--- src/rtl/hhpd_pkg.sv ---
package hhpd_pkg;

    localparam int OP_W      = 2;
    localparam int HEADING_W = 12;
    localparam int CMD_W     = 3;
    localparam int SPEED_W   = 8;
    localparam int GAIN_W    = 16;
    localparam int TOL_W     = 11;
    localparam int ERR_W     = 12;
    localparam int SUM_W     = 11;
    localparam int DELTA_W   = 13;
    localparam int CFG_IDX_W = 3;
    localparam int CFG_DATA_W = 16;

    localparam int GAIN_FRACTION_BITS = 8;

    localparam int PROD_P_W = GAIN_W + 1 + ERR_W;
    localparam int PROD_I_W = GAIN_W + 1 + SUM_W;
    localparam int PROD_D_W = GAIN_W + 1 + DELTA_W;
    localparam int TOTAL_W  = 32;

    localparam logic signed [DELTA_W-1:0] HALF_TURN = 13'sd1800;
    localparam logic signed [DELTA_W-1:0] FULL_TURN = 13'sd3600;
    localparam logic signed [DELTA_W-1:0] SUM_LIMIT = 13'sd1000;
    localparam logic signed [TOTAL_W-1:0] CORR_LIMIT = 32'sd100;
    localparam logic signed [TOTAL_W-1:0] TRUNC_BIAS =
        TOTAL_W'((64'sd1 <<< GAIN_FRACTION_BITS) - 64'sd1);

    typedef enum logic [OP_W-1:0] {
        OP_DRIVE = 2'd0,
        OP_TICK  = 2'd1,
        OP_TURN  = 2'd2,
        OP_STOP  = 2'd3
    } t_op;

    typedef enum logic [CMD_W-1:0] {
        CMD_SET_SPEEDS = 3'd0,
        CMD_RIGHT      = 3'd1,
        CMD_LEFT       = 3'd2,
        CMD_STOP       = 3'd3,
        CMD_NO_CHANGE  = 3'd4
    } t_motor_cmd;

    typedef enum logic [CFG_IDX_W-1:0] {
        CFG_GAIN_P    = 3'd0,
        CFG_GAIN_I    = 3'd1,
        CFG_GAIN_D    = 3'd2,
        CFG_CRUISE    = 3'd3,
        CFG_FLOOR     = 3'd4,
        CFG_CEILING   = 3'd5,
        CFG_SPIN      = 3'd6,
        CFG_TOLERANCE = 3'd7
    } t_cfg_idx;

endpackage

--- src/rtl/hhpd_in_if.sv ---
interface hhpd_in_if;
    logic                               valid;
    logic                               ready;
    logic [hhpd_pkg::OP_W-1:0]          operation;
    logic [hhpd_pkg::HEADING_W-1:0]     current_heading;
    logic [hhpd_pkg::HEADING_W-1:0]     new_target;

    modport source (output valid, operation, current_heading, new_target, input ready);
    modport sink   (input valid, operation, current_heading, new_target, output ready);
endinterface

--- src/rtl/hhpd_out_if.sv ---
interface hhpd_out_if;
    logic                               valid;
    logic                               ready;
    logic [hhpd_pkg::CMD_W-1:0]         motor_command;
    logic [hhpd_pkg::SPEED_W-1:0]       left_speed;
    logic [hhpd_pkg::SPEED_W-1:0]       right_speed;
    logic                               turn_done;
    logic                               is_moving;
    logic                               is_turning;

    modport source (output valid, motor_command, left_speed, right_speed, turn_done,
                    is_moving, is_turning, input ready);
    modport sink   (input valid, motor_command, left_speed, right_speed, turn_done,
                    is_moving, is_turning, output ready);
endinterface

--- src/rtl/heading_hold_pid_drive.sv ---
// Heading-hold controller for a differential drive. It takes one word per clock when
// the output side does not stall and returns one result word for each, through an
// input register, a stage that wraps the heading error and updates the integral,
// previous error, target and mode state, a stage with the three gain multipliers,
// and the output register where the correction is scaled, clamped and mixed into the
// two motor speeds. The feedback of the error state in the second stage is registered
// there, so it allows one word per cycle. Configuration registers are written through
// a simple write port and must only change while no word is in flight.
module heading_hold_pid_drive (
    input  logic                              i_clk,
    input  logic                              i_rst_n,
    input  logic                              i_cfg_we,
    input  logic [hhpd_pkg::CFG_IDX_W-1:0]    i_cfg_index,
    input  logic [hhpd_pkg::CFG_DATA_W-1:0]   i_cfg_data,
    hhpd_in_if.sink                           i_in,
    hhpd_out_if.source                        o_out
);

    // Configuration registers
    logic [hhpd_pkg::GAIN_W-1:0]  r_gain_p, r_gain_i, r_gain_d;
    logic [hhpd_pkg::SPEED_W-1:0] r_cruise, r_floor, r_ceiling, r_spin;
    logic [hhpd_pkg::TOL_W-1:0]   r_tol;

    // Controller state
    logic [hhpd_pkg::HEADING_W-1:0]   r_target, n_target;
    logic signed [hhpd_pkg::ERR_W-1:0] r_prev, n_prev;
    logic signed [hhpd_pkg::SUM_W-1:0] r_sum, n_sum;
    logic                              r_fwd, n_fwd, r_turn, n_turn;

    // Pipeline valids and handshakes
    logic r_v0, r_v1, r_v2, r_v3;
    logic rdy0, rdy1, rdy2, rdy3;
    logic fire1;

    // Stage 0: input register
    logic [hhpd_pkg::OP_W-1:0]      r_s0_op;
    logic [hhpd_pkg::HEADING_W-1:0] r_s0_heading, r_s0_goal;

    // Stage 1: error terms and command information
    logic                                r_s1_pid, n_s1_pid;
    logic                                r_s1_spin, n_s1_spin;
    logic                                r_s1_done, n_s1_done;
    logic [hhpd_pkg::CMD_W-1:0]          r_s1_cmd, n_s1_cmd;
    logic                                r_s1_moving, r_s1_turning;
    logic signed [hhpd_pkg::ERR_W-1:0]   r_s1_err;
    logic signed [hhpd_pkg::SUM_W-1:0]   r_s1_sum;
    logic signed [hhpd_pkg::DELTA_W-1:0] r_s1_dlt;

    // Stage 2: products
    logic                                 r_s2_pid, r_s2_spin, r_s2_done;
    logic [hhpd_pkg::CMD_W-1:0]           r_s2_cmd;
    logic                                 r_s2_moving, r_s2_turning;
    logic signed [hhpd_pkg::PROD_P_W-1:0] r_s2_pp;
    logic signed [hhpd_pkg::PROD_I_W-1:0] r_s2_pi;
    logic signed [hhpd_pkg::PROD_D_W-1:0] r_s2_pd;

    // Stage 3: output register
    logic [hhpd_pkg::CMD_W-1:0]   r_cmd;
    logic [hhpd_pkg::SPEED_W-1:0] r_left, r_right;
    logic                         r_done, r_moving, r_turning;

    // Combinational intermediates of stage 1
    logic [hhpd_pkg::HEADING_W-1:0]      goal_sel;
    logic signed [hhpd_pkg::DELTA_W-1:0] diff, wrapped, sum_wide, dlt;
    logic signed [hhpd_pkg::ERR_W-1:0]   err;
    logic signed [hhpd_pkg::SUM_W-1:0]   sum_clamped;
    logic [hhpd_pkg::ERR_W-1:0]          mag;
    logic                                within_tol;

    // Combinational intermediates of stage 3
    logic signed [hhpd_pkg::TOTAL_W-1:0] total, biased, scaled;
    logic signed [hhpd_pkg::SPEED_W-1:0] corr;
    logic signed [9:0]                   cruise_s, floor_s, ceil_s, left_mix, right_mix;
    logic [hhpd_pkg::SPEED_W-1:0]        left_clamped, right_clamped;
    logic [hhpd_pkg::SPEED_W-1:0]        n_left, n_right;

    assign rdy3 = !r_v3 || o_out.ready;
    assign rdy2 = !r_v2 || rdy3;
    assign rdy1 = !r_v1 || rdy2;
    assign rdy0 = !r_v0 || rdy1;
    assign fire1 = r_v0 && rdy1;
    assign i_in.ready = rdy0;

    // Configuration write port
    always_ff @(posedge i_clk) begin
        if (!i_rst_n) begin
            r_gain_p  <= 16'd256;
            r_gain_i  <= 16'd0;
            r_gain_d  <= 16'd0;
            r_cruise  <= 8'd150;
            r_floor   <= 8'd0;
            r_ceiling <= 8'd255;
            r_spin    <= 8'd120;
            r_tol     <= 11'd50;
        end else if (i_cfg_we) begin
            case (hhpd_pkg::t_cfg_idx'(i_cfg_index))
                hhpd_pkg::CFG_GAIN_P:    r_gain_p  <= i_cfg_data;
                hhpd_pkg::CFG_GAIN_I:    r_gain_i  <= i_cfg_data;
                hhpd_pkg::CFG_GAIN_D:    r_gain_d  <= i_cfg_data;
                hhpd_pkg::CFG_CRUISE:    r_cruise  <= i_cfg_data[hhpd_pkg::SPEED_W-1:0];
                hhpd_pkg::CFG_FLOOR:     r_floor   <= i_cfg_data[hhpd_pkg::SPEED_W-1:0];
                hhpd_pkg::CFG_CEILING:   r_ceiling <= i_cfg_data[hhpd_pkg::SPEED_W-1:0];
                hhpd_pkg::CFG_SPIN:      r_spin    <= i_cfg_data[hhpd_pkg::SPEED_W-1:0];
                hhpd_pkg::CFG_TOLERANCE: r_tol     <= i_cfg_data[hhpd_pkg::TOL_W-1:0];
                default: ;
            endcase
        end
    end

    // Stage 1 logic: heading error, integral and mode update
    always_comb begin
        goal_sel = (hhpd_pkg::t_op'(r_s0_op) == hhpd_pkg::OP_TURN) ? r_s0_goal : r_target;
        diff = $signed({1'b0, goal_sel}) - $signed({1'b0, r_s0_heading});
        if (diff > hhpd_pkg::HALF_TURN) begin
            wrapped = diff - hhpd_pkg::FULL_TURN;
        end else if (diff <= -hhpd_pkg::HALF_TURN) begin
            wrapped = diff + hhpd_pkg::FULL_TURN;
        end else begin
            wrapped = diff;
        end
        err = wrapped[hhpd_pkg::ERR_W-1:0];

        sum_wide = hhpd_pkg::DELTA_W'(r_sum) + hhpd_pkg::DELTA_W'(err);
        if (sum_wide < -hhpd_pkg::SUM_LIMIT) begin
            sum_clamped = -hhpd_pkg::SUM_W'(hhpd_pkg::SUM_LIMIT);
        end else if (sum_wide > hhpd_pkg::SUM_LIMIT) begin
            sum_clamped = hhpd_pkg::SUM_W'(hhpd_pkg::SUM_LIMIT);
        end else begin
            sum_clamped = sum_wide[hhpd_pkg::SUM_W-1:0];
        end
        dlt = hhpd_pkg::DELTA_W'(err) - hhpd_pkg::DELTA_W'(r_prev);

        mag = err[hhpd_pkg::ERR_W-1] ? hhpd_pkg::ERR_W'(-err) : hhpd_pkg::ERR_W'(err);
        within_tol = mag < {1'b0, r_tol};

        n_target  = r_target;
        n_prev    = r_prev;
        n_sum     = r_sum;
        n_fwd     = r_fwd;
        n_turn    = r_turn;
        n_s1_pid  = 1'b0;
        n_s1_spin = 1'b0;
        n_s1_done = 1'b0;
        n_s1_cmd  = hhpd_pkg::CMD_NO_CHANGE;

        case (hhpd_pkg::t_op'(r_s0_op))
            hhpd_pkg::OP_DRIVE: begin
                n_fwd    = 1'b1;
                n_turn   = 1'b0;
                n_s1_pid = 1'b1;
                n_s1_cmd = hhpd_pkg::CMD_SET_SPEEDS;
                n_sum    = sum_clamped;
                n_prev   = err;
            end
            hhpd_pkg::OP_TICK: begin
                if (r_fwd && !r_turn) begin
                    n_s1_pid = 1'b1;
                    n_s1_cmd = hhpd_pkg::CMD_SET_SPEEDS;
                    n_sum    = sum_clamped;
                    n_prev   = err;
                end
            end
            hhpd_pkg::OP_TURN: begin
                n_target = r_s0_goal;
                n_fwd    = 1'b0;
                if (within_tol) begin
                    n_turn    = 1'b0;
                    n_s1_done = 1'b1;
                    n_s1_cmd  = hhpd_pkg::CMD_STOP;
                end else begin
                    n_turn    = 1'b1;
                    n_s1_spin = 1'b1;
                    n_s1_cmd  = (err > 0) ? hhpd_pkg::CMD_RIGHT : hhpd_pkg::CMD_LEFT;
                end
            end
            hhpd_pkg::OP_STOP: begin
                n_fwd    = 1'b0;
                n_turn   = 1'b0;
                n_prev   = '0;
                n_sum    = '0;
                n_s1_cmd = hhpd_pkg::CMD_STOP;
            end
            default: ;
        endcase
    end

    // Stage 3 logic: scale, clamp and mix
    always_comb begin
        total = hhpd_pkg::TOTAL_W'(r_s2_pp) + hhpd_pkg::TOTAL_W'(r_s2_pi)
              + hhpd_pkg::TOTAL_W'(r_s2_pd);
        // Arithmetic shift rounds toward minus infinity, so negative totals get a bias.
        biased = total[hhpd_pkg::TOTAL_W-1] ? total + hhpd_pkg::TRUNC_BIAS : total;
        scaled = biased >>> hhpd_pkg::GAIN_FRACTION_BITS;
        if (scaled > hhpd_pkg::CORR_LIMIT) begin
            corr = hhpd_pkg::SPEED_W'(hhpd_pkg::CORR_LIMIT);
        end else if (scaled < -hhpd_pkg::CORR_LIMIT) begin
            corr = -hhpd_pkg::SPEED_W'(hhpd_pkg::CORR_LIMIT);
        end else begin
            corr = scaled[hhpd_pkg::SPEED_W-1:0];
        end

        cruise_s  = $signed({2'b00, r_cruise});
        floor_s   = $signed({2'b00, r_floor});
        ceil_s    = $signed({2'b00, r_ceiling});
        left_mix  = cruise_s - 10'(corr);
        right_mix = cruise_s + 10'(corr);

        // Floor is tested first, so a floor above the ceiling wins for low values.
        if (left_mix < floor_s) begin
            left_clamped = r_floor;
        end else if (left_mix > ceil_s) begin
            left_clamped = r_ceiling;
        end else begin
            left_clamped = left_mix[hhpd_pkg::SPEED_W-1:0];
        end
        if (right_mix < floor_s) begin
            right_clamped = r_floor;
        end else if (right_mix > ceil_s) begin
            right_clamped = r_ceiling;
        end else begin
            right_clamped = right_mix[hhpd_pkg::SPEED_W-1:0];
        end

        if (r_s2_pid) begin
            n_left  = left_clamped;
            n_right = right_clamped;
        end else if (r_s2_spin) begin
            n_left  = r_spin;
            n_right = r_spin;
        end else begin
            n_left  = '0;
            n_right = '0;
        end
    end

    // Valid bits and controller state
    always_ff @(posedge i_clk) begin
        if (!i_rst_n) begin
            r_v0     <= 1'b0;
            r_v1     <= 1'b0;
            r_v2     <= 1'b0;
            r_v3     <= 1'b0;
            r_target <= '0;
            r_prev   <= '0;
            r_sum    <= '0;
            r_fwd    <= 1'b0;
            r_turn   <= 1'b0;
        end else begin
            if (rdy0) begin
                r_v0 <= i_in.valid;
            end
            if (rdy1) begin
                r_v1 <= r_v0;
            end
            if (rdy2) begin
                r_v2 <= r_v1;
            end
            if (rdy3) begin
                r_v3 <= r_v2;
            end
            if (fire1) begin
                r_target <= n_target;
                r_prev   <= n_prev;
                r_sum    <= n_sum;
                r_fwd    <= n_fwd;
                r_turn   <= n_turn;
            end
        end
    end

    // Payload registers
    always_ff @(posedge i_clk) begin
        if (rdy0 && i_in.valid) begin
            r_s0_op      <= i_in.operation;
            r_s0_heading <= i_in.current_heading;
            r_s0_goal    <= i_in.new_target;
        end
        if (fire1) begin
            r_s1_pid     <= n_s1_pid;
            r_s1_spin    <= n_s1_spin;
            r_s1_done    <= n_s1_done;
            r_s1_cmd     <= n_s1_cmd;
            r_s1_moving  <= n_fwd || n_turn;
            r_s1_turning <= n_turn;
            r_s1_err     <= err;
            r_s1_sum     <= sum_clamped;
            r_s1_dlt     <= dlt;
        end
        if (r_v1 && rdy2) begin
            r_s2_pid     <= r_s1_pid;
            r_s2_spin    <= r_s1_spin;
            r_s2_done    <= r_s1_done;
            r_s2_cmd     <= r_s1_cmd;
            r_s2_moving  <= r_s1_moving;
            r_s2_turning <= r_s1_turning;
            r_s2_pp      <= $signed({1'b0, r_gain_p}) * r_s1_err;
            r_s2_pi      <= $signed({1'b0, r_gain_i}) * r_s1_sum;
            r_s2_pd      <= $signed({1'b0, r_gain_d}) * r_s1_dlt;
        end
        if (r_v2 && rdy3) begin
            r_cmd     <= r_s2_cmd;
            r_left    <= n_left;
            r_right   <= n_right;
            r_done    <= r_s2_done;
            r_moving  <= r_s2_moving;
            r_turning <= r_s2_turning;
        end
    end

    assign o_out.valid         = r_v3;
    assign o_out.motor_command = r_cmd;
    assign o_out.left_speed    = r_left;
    assign o_out.right_speed   = r_right;
    assign o_out.turn_done     = r_done;
    assign o_out.is_moving     = r_moving;
    assign o_out.is_turning    = r_turning;

    a_modes_exclusive: assert property (@(posedge i_clk) disable iff (!i_rst_n)
        !(r_fwd && r_turn))
        else $error("forward and turning modes set together");

    a_sum_bounded: assert property (@(posedge i_clk) disable iff (!i_rst_n)
        (r_sum >= -11'sd1000) && (r_sum <= 11'sd1000))
        else $error("integral outside its clamp range");

    a_stop_clears: assert property (@(posedge i_clk) disable iff (!i_rst_n)
        (fire1 && hhpd_pkg::t_op'(r_s0_op) == hhpd_pkg::OP_STOP)
        |=> (r_sum == '0 && r_prev == '0 && !r_fwd && !r_turn))
        else $error("stop word did not clear the controller state");

    // A tick during a turn also reports no change, so only speeds and done are fixed.
    a_no_change_idle: assert property (@(posedge i_clk) disable iff (!i_rst_n)
        (r_v3 && r_cmd == hhpd_pkg::CMD_NO_CHANGE)
        |-> (r_left == '0 && r_right == '0 && !r_done))
        else $error("idle tick produced speeds or turn status");

endmodule

--- src/flat_wrapper.sv ---
// flat-port wrapper written by rule: the top's interface ports become plain ports
module heading_hold_pid_drive_flat 
  (i_clk, i_rst_n, i_cfg_we, i_cfg_index, i_cfg_data, i_in_valid, i_in_operation, i_in_current_heading, i_in_new_target, i_in_ready, o_out_valid, o_out_motor_command, o_out_left_speed, o_out_right_speed, o_out_turn_done, o_out_is_moving, o_out_is_turning, o_out_ready);
  hhpd_in_if i_in_i ();
  hhpd_out_if o_out_i ();
  input  logic i_clk;
  input  logic i_rst_n;
  input  logic i_cfg_we;
  input  logic [hhpd_pkg::CFG_IDX_W-1:0] i_cfg_index;
  input  logic [hhpd_pkg::CFG_DATA_W-1:0] i_cfg_data;
  input wire logic [$bits(i_in_i.valid)-1:0] i_in_valid;
  input wire logic [$bits(i_in_i.operation)-1:0] i_in_operation;
  input wire logic [$bits(i_in_i.current_heading)-1:0] i_in_current_heading;
  input wire logic [$bits(i_in_i.new_target)-1:0] i_in_new_target;
  output wire logic [$bits(i_in_i.ready)-1:0] i_in_ready;
  output wire logic [$bits(o_out_i.valid)-1:0] o_out_valid;
  output wire logic [$bits(o_out_i.motor_command)-1:0] o_out_motor_command;
  output wire logic [$bits(o_out_i.left_speed)-1:0] o_out_left_speed;
  output wire logic [$bits(o_out_i.right_speed)-1:0] o_out_right_speed;
  output wire logic [$bits(o_out_i.turn_done)-1:0] o_out_turn_done;
  output wire logic [$bits(o_out_i.is_moving)-1:0] o_out_is_moving;
  output wire logic [$bits(o_out_i.is_turning)-1:0] o_out_is_turning;
  input wire logic [$bits(o_out_i.ready)-1:0] o_out_ready;
  assign i_in_i.valid = i_in_valid;
  assign i_in_i.operation = i_in_operation;
  assign i_in_i.current_heading = i_in_current_heading;
  assign i_in_i.new_target = i_in_new_target;
  assign i_in_ready = i_in_i.ready;
  assign o_out_valid = o_out_i.valid;
  assign o_out_motor_command = o_out_i.motor_command;
  assign o_out_left_speed = o_out_i.left_speed;
  assign o_out_right_speed = o_out_i.right_speed;
  assign o_out_turn_done = o_out_i.turn_done;
  assign o_out_is_moving = o_out_i.is_moving;
  assign o_out_is_turning = o_out_i.is_turning;
  assign o_out_i.ready = o_out_ready;
  heading_hold_pid_drive u_core (.i_clk(i_clk), .i_rst_n(i_rst_n), .i_cfg_we(i_cfg_we), .i_cfg_index(i_cfg_index), .i_cfg_data(i_cfg_data), .i_in(i_in_i), .o_out(o_out_i));
endmodule
--- config.mk ---
export PLATFORM = sky130hd
export DESIGN_NAME = heading_hold_pid_drive_flat
export DESIGN_NICKNAME = d
export VERILOG_FILES = /design/src/rtl/hhpd_pkg.sv /design/src/rtl/hhpd_in_if.sv /design/src/rtl/hhpd_out_if.sv /design/src/rtl/heading_hold_pid_drive.sv /design/src/flat_wrapper.sv
export SDC_FILE = /design/constraint.sdc
export NUM_CORES = 2
export LEC_CHECK = 0
export BUFFER_PORTS_ARGS = -buffer_cell sky130_fd_sc_hd__buf_2
export CORE_ASPECT_RATIO = 1.5
export CORE_MARGIN = 2
export CORE_UTILIZATION = 55
export CTS_BUF_LIST = sky130_fd_sc_hd__clkbuf_16
export CTS_CLUSTER_DIAMETER = 80
export DETAILED_ROUTE_END_ITERATION = 7
export HOLD_SLACK_MARGIN = 0.15
export PLACE_DENSITY_LB_ADDON = 0.25
export SLEW_MARGIN = 20
export SYNTH_ARGS = -nofsm -noshare
export SYNTH_HDL_FRONTEND = slang
export SYNTH_SLANG_ARGS = --single-unit
--- constraint.sdc ---
create_clock -name i_clk -period 8.8 [get_ports i_clk]
set_clock_uncertainty 0.1 [all_clocks]
set_input_delay 1.76 -clock i_clk [delete_from_list [all_inputs] [get_ports i_clk]]
set_output_delay 1.76 -clock i_clk [all_outputs]
set_load 0.01 [all_outputs]
==> impl_table.tex <==
\begin{tabular}{lr}
\hline
Metric & Value \\
\hline
\multicolumn{2}{l}{\textbf{Global route}} \\
Largest net degree at the start of global routing & 66 \\
GR Overflow Total & 0 \\
Total track usage & 28.95\% \\
Number of global-route vias before repair & 29140 \\
Antenna violations before repair & 2 \\
First-pass GRT wire length & 154.9 mm \\
\multicolumn{2}{l}{\textbf{Die}} \\
Total core area & 0.06633 mm2 \\
Cell Rows & 116 \\
Die X-Extent & 214.9 um \\
Die area & 0.06882 mm2 \\
Initial standard-cell utilization of the core & 55.30\% \\
Die Height & 320.3 um \\
Number of top-level pins & 74 \\
\multicolumn{2}{l}{\textbf{Min path}} \\
Type of the worst min-delay path & flop to flop \\
\multicolumn{2}{l}{\textbf{CTS}} \\
Clock tree from TritonCTS & yes \\
Clock slew at the register clock pins of the worst setup and hold paths & 0.07 ns \\
Clock Sink Count & 319 \\
Worst-Skew Late Latency & 0.60 ns \\
Number of levels the H-tree was split into & 2 \\
Worst-case clock buffer depth & 3 \\
Clock tree root buffer cell & sky130\_fd\_sc\_hd\_\_clkbuf\_16 \\
Hold bufs inserted after CTS & 0 \\
Inserted Clock Buffers & 37 \\
\multicolumn{2}{l}{\textbf{Pwr}} \\
Power per cell area & 195.8 mW/mm2 \\
P\_sw & 0.003409 W \\
Standby leakage power & 18.17 nW \\
Switching power share of the total & 44.27\% \\
Reg power frac & 26.4\% \\
Internal cell power & 0.004291 W \\
Share of total power in combinational logic & 53.2\% \\
Worst ir drop on vdd & 0.1973 mV \\
Clock network fraction of design power & 20.4\% \\
\multicolumn{2}{l}{\textbf{Logic synthesis}} \\
Post-synthesis instance area & 0.03668 mm2 \\
Sequential-to-total area share from yosys stat & 22.51\% \\
Most frequently used flop master after synthesis & sky130\_fd\_sc\_hd\_\_edfxtp\_1 \\
Number of cells produced by synthesis & 3967 \\
Number of enable flip-flop cells after synthesis & 187 \\
Synth async-reset ratio & 0\% \\
Post-Synthesis Net Count & 4869 \\
Synth Warn \# & 0 \\
Number of flip-flops and latches in the synthesized netlist & 319 \\
Yosys cell types & 89 \\
Avg Inst Size Synth & 9.247 um2 \\
\multicolumn{2}{l}{\textbf{Timing}} \\
Max-slew headroom & 25.01\% \\
Least-Margin Pin Slew & 1.122 ns \\
Setup Viol. Count Final & 0 \\
Total count of hold-check failures in the final report & 0 \\
Peak Freq & 0.1202 GHz \\
Final period util & 94.53\% \\
Pins over their slew limit & 0 \\
Period minus WS final & 8.319 ns \\
Sum of negative setup slack & 0 ns \\
\multicolumn{2}{l}{\textbf{Critical path}} \\
Master of the slowest instance on the critical path & sky130\_fd\_sc\_hd\_\_fa\_1 \\
Crit. End Element & flop \\
Critical path's largest stage delay & 0.56 ns \\
Worst-path maximum fanout & 5 \\
Crit path required time & 9.03 ns \\
Worst Path Arrival & 8.55 ns \\
CP Class & flop to flop \\
Most frequent CP cell & sky130\_fd\_sc\_hd\_\_o21a\_1 \\
CP Launch Type & flop \\
\multicolumn{2}{l}{\textbf{Placement}} \\
Number of placed cells counting well taps & 4822 \\
Post-DP HPWL & 75.36 mm \\
Number of input and output port buffers inserted & 73 \\
Gp weighted congestion & 0.9555 \\
Instance area after placement & 0.03794 mm2 \\
\multicolumn{2}{l}{\textbf{Finish}} \\
Post-route standard cell area excluding fillers & 0.03932 mm2 \\
Fraction of final layout cells with drive strength greater than 1 & 6.011\% \\
Synth-to-Final Area Change & 7.194\% \\
Net count reported at finish & 4882 \\
Final instance count without filler cells & 4894 \\
Ant. Diodes & 0 \\
Fin util & 59.28\% \\
\multicolumn{2}{l}{\textbf{Outcome}} \\
Status & finished, final reports clean \\
\multicolumn{2}{l}{\textbf{Drt}} \\
Count of nets left with antenna violations after detail routing & 0 \\
Final routed DRC violation total & 0 \\
Total number of vias & 27930 \\
Vias per std cell & 5.707 \\
Routed wirelength normalized by instance count & 19.89 um \\
First-pass iteration count of the detailed router & 7 \\
Starting DRC count in detailed routing & 1615 \\
Total wire length & 97.35 mm \\
\multicolumn{2}{l}{\textbf{Flow run}} \\
Max Cap Viol & 0 \\
\hline
\end{tabular}
through the flow:
step,power (W),hold slack [ns],setup slack (ns)
after floorplan,0.004837,0.3003,0.9924
final,0.007700,0.3194,0.4810
after detailed placement,0.006052,0.3045,0.1535
after global routing,0.008232,0.3226,-0.03191
after CTS,0.007641,0.3210,0.1305
after global placement,0.005994,0.3011,0.2823
logic make-up after synthesis:
kind of cell	count (synthesis)	share of synthesized area, %
simple gates	1268	16.21
mux	48	1.446
compound gates	584	10.22
fa+ha+maj	852	38.41
xor+xnor	143	3.435
flops	319	22.51
buf+inv	753	7.767
layer usage:
layer	track usage (%)	routed length, um
met5	0	0
met4	16.03	6135
met3	2.930	4479
met2	53.50	50910
met1	32.55	35830
power by group through the flow:
stage	Clock, W	Sequential, W	Combinational [W]
3_5_place_dp	0	0.00206	0.00399
2_1_floorplan	0	0.00190	0.00294
4_1_cts	0.00159	0.00203	0.00402
6_report	0.00157	0.00203	0.00410
5_1_grt	0.00165	0.00204	0.00454
3_3_place_gp	0	0.00205	0.00394
final cells by class:
cell class,instances,area [um2]
multi-input cells,2895,25700
clock buffers,38,950.9
inverters,609,2287
well taps,885,1107
clock inverters,30,302.8
flip-flops and latches,319,8258
fillers,5875,27010
repair buffers,118,715.7
registers in the layout (all words and copies together) (netlist names), 11 cells and up:
signal	cells
u_core.r_gain_d	16
u_core.r_s1_sum	11
u_core.r_s1_dlt	13
u_core.r_target	12
u_core.r_s2_pi	28
u_core.r_s0_heading	12
u_core.r_tol	11
u_core.r_sum	11
u_core.r_s2_pp	29
u_core.r_s0_goal	12
u_core.r_prev	12
u_core.r_s2_pd	30
u_core.r_gain_p	16
u_core.r_s1_err	12
u_core.r_gain_i	16
cell usage after synthesis (13+ instances only):
master	number	area, um2
sky130_fd_sc_hd__a211oi_1	15	112.6
sky130_fd_sc_hd__a21boi_0	14	105.1
sky130_fd_sc_hd__a21o_1	33	247.7
sky130_fd_sc_hd__a21oi_1	203	1016
sky130_fd_sc_hd__a22oi_1	15	112.6
sky130_fd_sc_hd__a31oi_1	21	131.4
sky130_fd_sc_hd__and2_1	212	1326
sky130_fd_sc_hd__and3_1	25	156.4
sky130_fd_sc_hd__clkbuf_1	125	469.2
sky130_fd_sc_hd__dfxtp_1	132	2643
sky130_fd_sc_hd__edfxtp_1	187	5615
sky130_fd_sc_hd__fa_1	457	9149
sky130_fd_sc_hd__ha_1	395	4942
sky130_fd_sc_hd__inv_1	607	2278
sky130_fd_sc_hd__mux2i_1	31	310.3
sky130_fd_sc_hd__nand2_1	613	2301
sky130_fd_sc_hd__nand2b_1	59	369.1
sky130_fd_sc_hd__nand3_1	56	280.3
sky130_fd_sc_hd__nand4_1	17	106.4
sky130_fd_sc_hd__nor2_1	160	600.6
sky130_fd_sc_hd__nor2b_1	32	200.2
sky130_fd_sc_hd__nor3_1	37	185.2
sky130_fd_sc_hd__o211ai_1	34	255.2
sky130_fd_sc_hd__o21a_1	39	292.8
sky130_fd_sc_hd__o21ai_0	83	415.4
sky130_fd_sc_hd__o21bai_1	29	217.7
sky130_fd_sc_hd__or2_2	13	81.33
sky130_fd_sc_hd__xnor2_1	101	884.6
sky130_fd_sc_hd__xor2_1	41	359.1
placed cells by master, fill, tap and decap left out, types with 8 or more instances in the layout:
cell,synthesis,final
sky130_fd_sc_hd__inv_1,607,611
sky130_fd_sc_hd__o21bai_1,29,29
sky130_fd_sc_hd__mux2_2,11,11
sky130_fd_sc_hd__ha_1,395,395
sky130_fd_sc_hd__a21boi_0,14,14
sky130_fd_sc_hd__buf_2,5,73
sky130_fd_sc_hd__o21ai_0,83,82
sky130_fd_sc_hd__nand4_1,17,17
sky130_fd_sc_hd__a2111oi_0,10,8
sky130_fd_sc_hd__a211oi_1,15,14
sky130_fd_sc_hd__nand2_1,613,613
sky130_fd_sc_hd__or2_2,13,13
sky130_fd_sc_hd__edfxtp_1,187,187
sky130_fd_sc_hd__and3_1,25,24
sky130_fd_sc_hd__nor2b_1,32,30
sky130_fd_sc_hd__a31oi_1,21,19
sky130_fd_sc_hd__o21ai_1,9,9
sky130_fd_sc_hd__fa_1,457,457
sky130_fd_sc_hd__buf_4,0,44
sky130_fd_sc_hd__xnor2_1,101,99
sky130_fd_sc_hd__xor2_1,41,40
sky130_fd_sc_hd__dfxtp_1,132,132
sky130_fd_sc_hd__a21oi_1,203,202
sky130_fd_sc_hd__o211ai_1,34,34
sky130_fd_sc_hd__a21o_1,33,33
sky130_fd_sc_hd__mux2i_1,31,31
sky130_fd_sc_hd__o221ai_1,9,9
sky130_fd_sc_hd__clkbuf_16,0,38
sky130_fd_sc_hd__nand3_1,56,56
sky130_fd_sc_hd__nand2b_1,59,59
sky130_fd_sc_hd__nor3_1,37,34
sky130_fd_sc_hd__and2_1,212,211
sky130_fd_sc_hd__o21a_1,39,39
sky130_fd_sc_hd__nor2_1,160,158
sky130_fd_sc_hd__o31ai_1,10,10
sky130_fd_sc_hd__a22oi_1,15,15
critical path, delay by kind of cell (launching register included):
family	cells	cell delay, ns
buffers and inverters	2	0.25
AND/OR/NAND/NOR	10	2.62
AO/OA/AOI/OAI	13	2.31
flip-flops	1	0.40
multiplexers	2	0.64
adder cells (fa/ha/maj)	5	1.75
final timing paths:
| path | from | endpoint | slack [ns] | cells after the start |
|---|---|---|---|---|
| worst max-delay path | u_core.r_s2_pd[1]$_DFFE_PP_ | u_core.o_out.left_speed[3]$_DFFE_PP_ | 0.48 | 32 |
| worst min-delay path | u_core.r_s2_cmd[2]$_DFFE_PP_ | u_core.o_out.motor_command[2]$_DFFE_PP_ | 0.32 | 0 |
| worst min register to register | u_core.r_s2_cmd[2]$_DFFE_PP_ | u_core.o_out.motor_command[2]$_DFFE_PP_ | 0.32 | 0 |
| worst max register to register | u_core.r_s2_pd[1]$_DFFE_PP_ | u_core.o_out.left_speed[3]$_DFFE_PP_ | 0.48 | 32 |
timing repair:
action | 4_1_cts | 5_1_grt
resized for setup | 0 | 17
setup buffers | 0 | 4
setup endpoints to repair | 0 | 24
(Power assumes the default switching activity.)
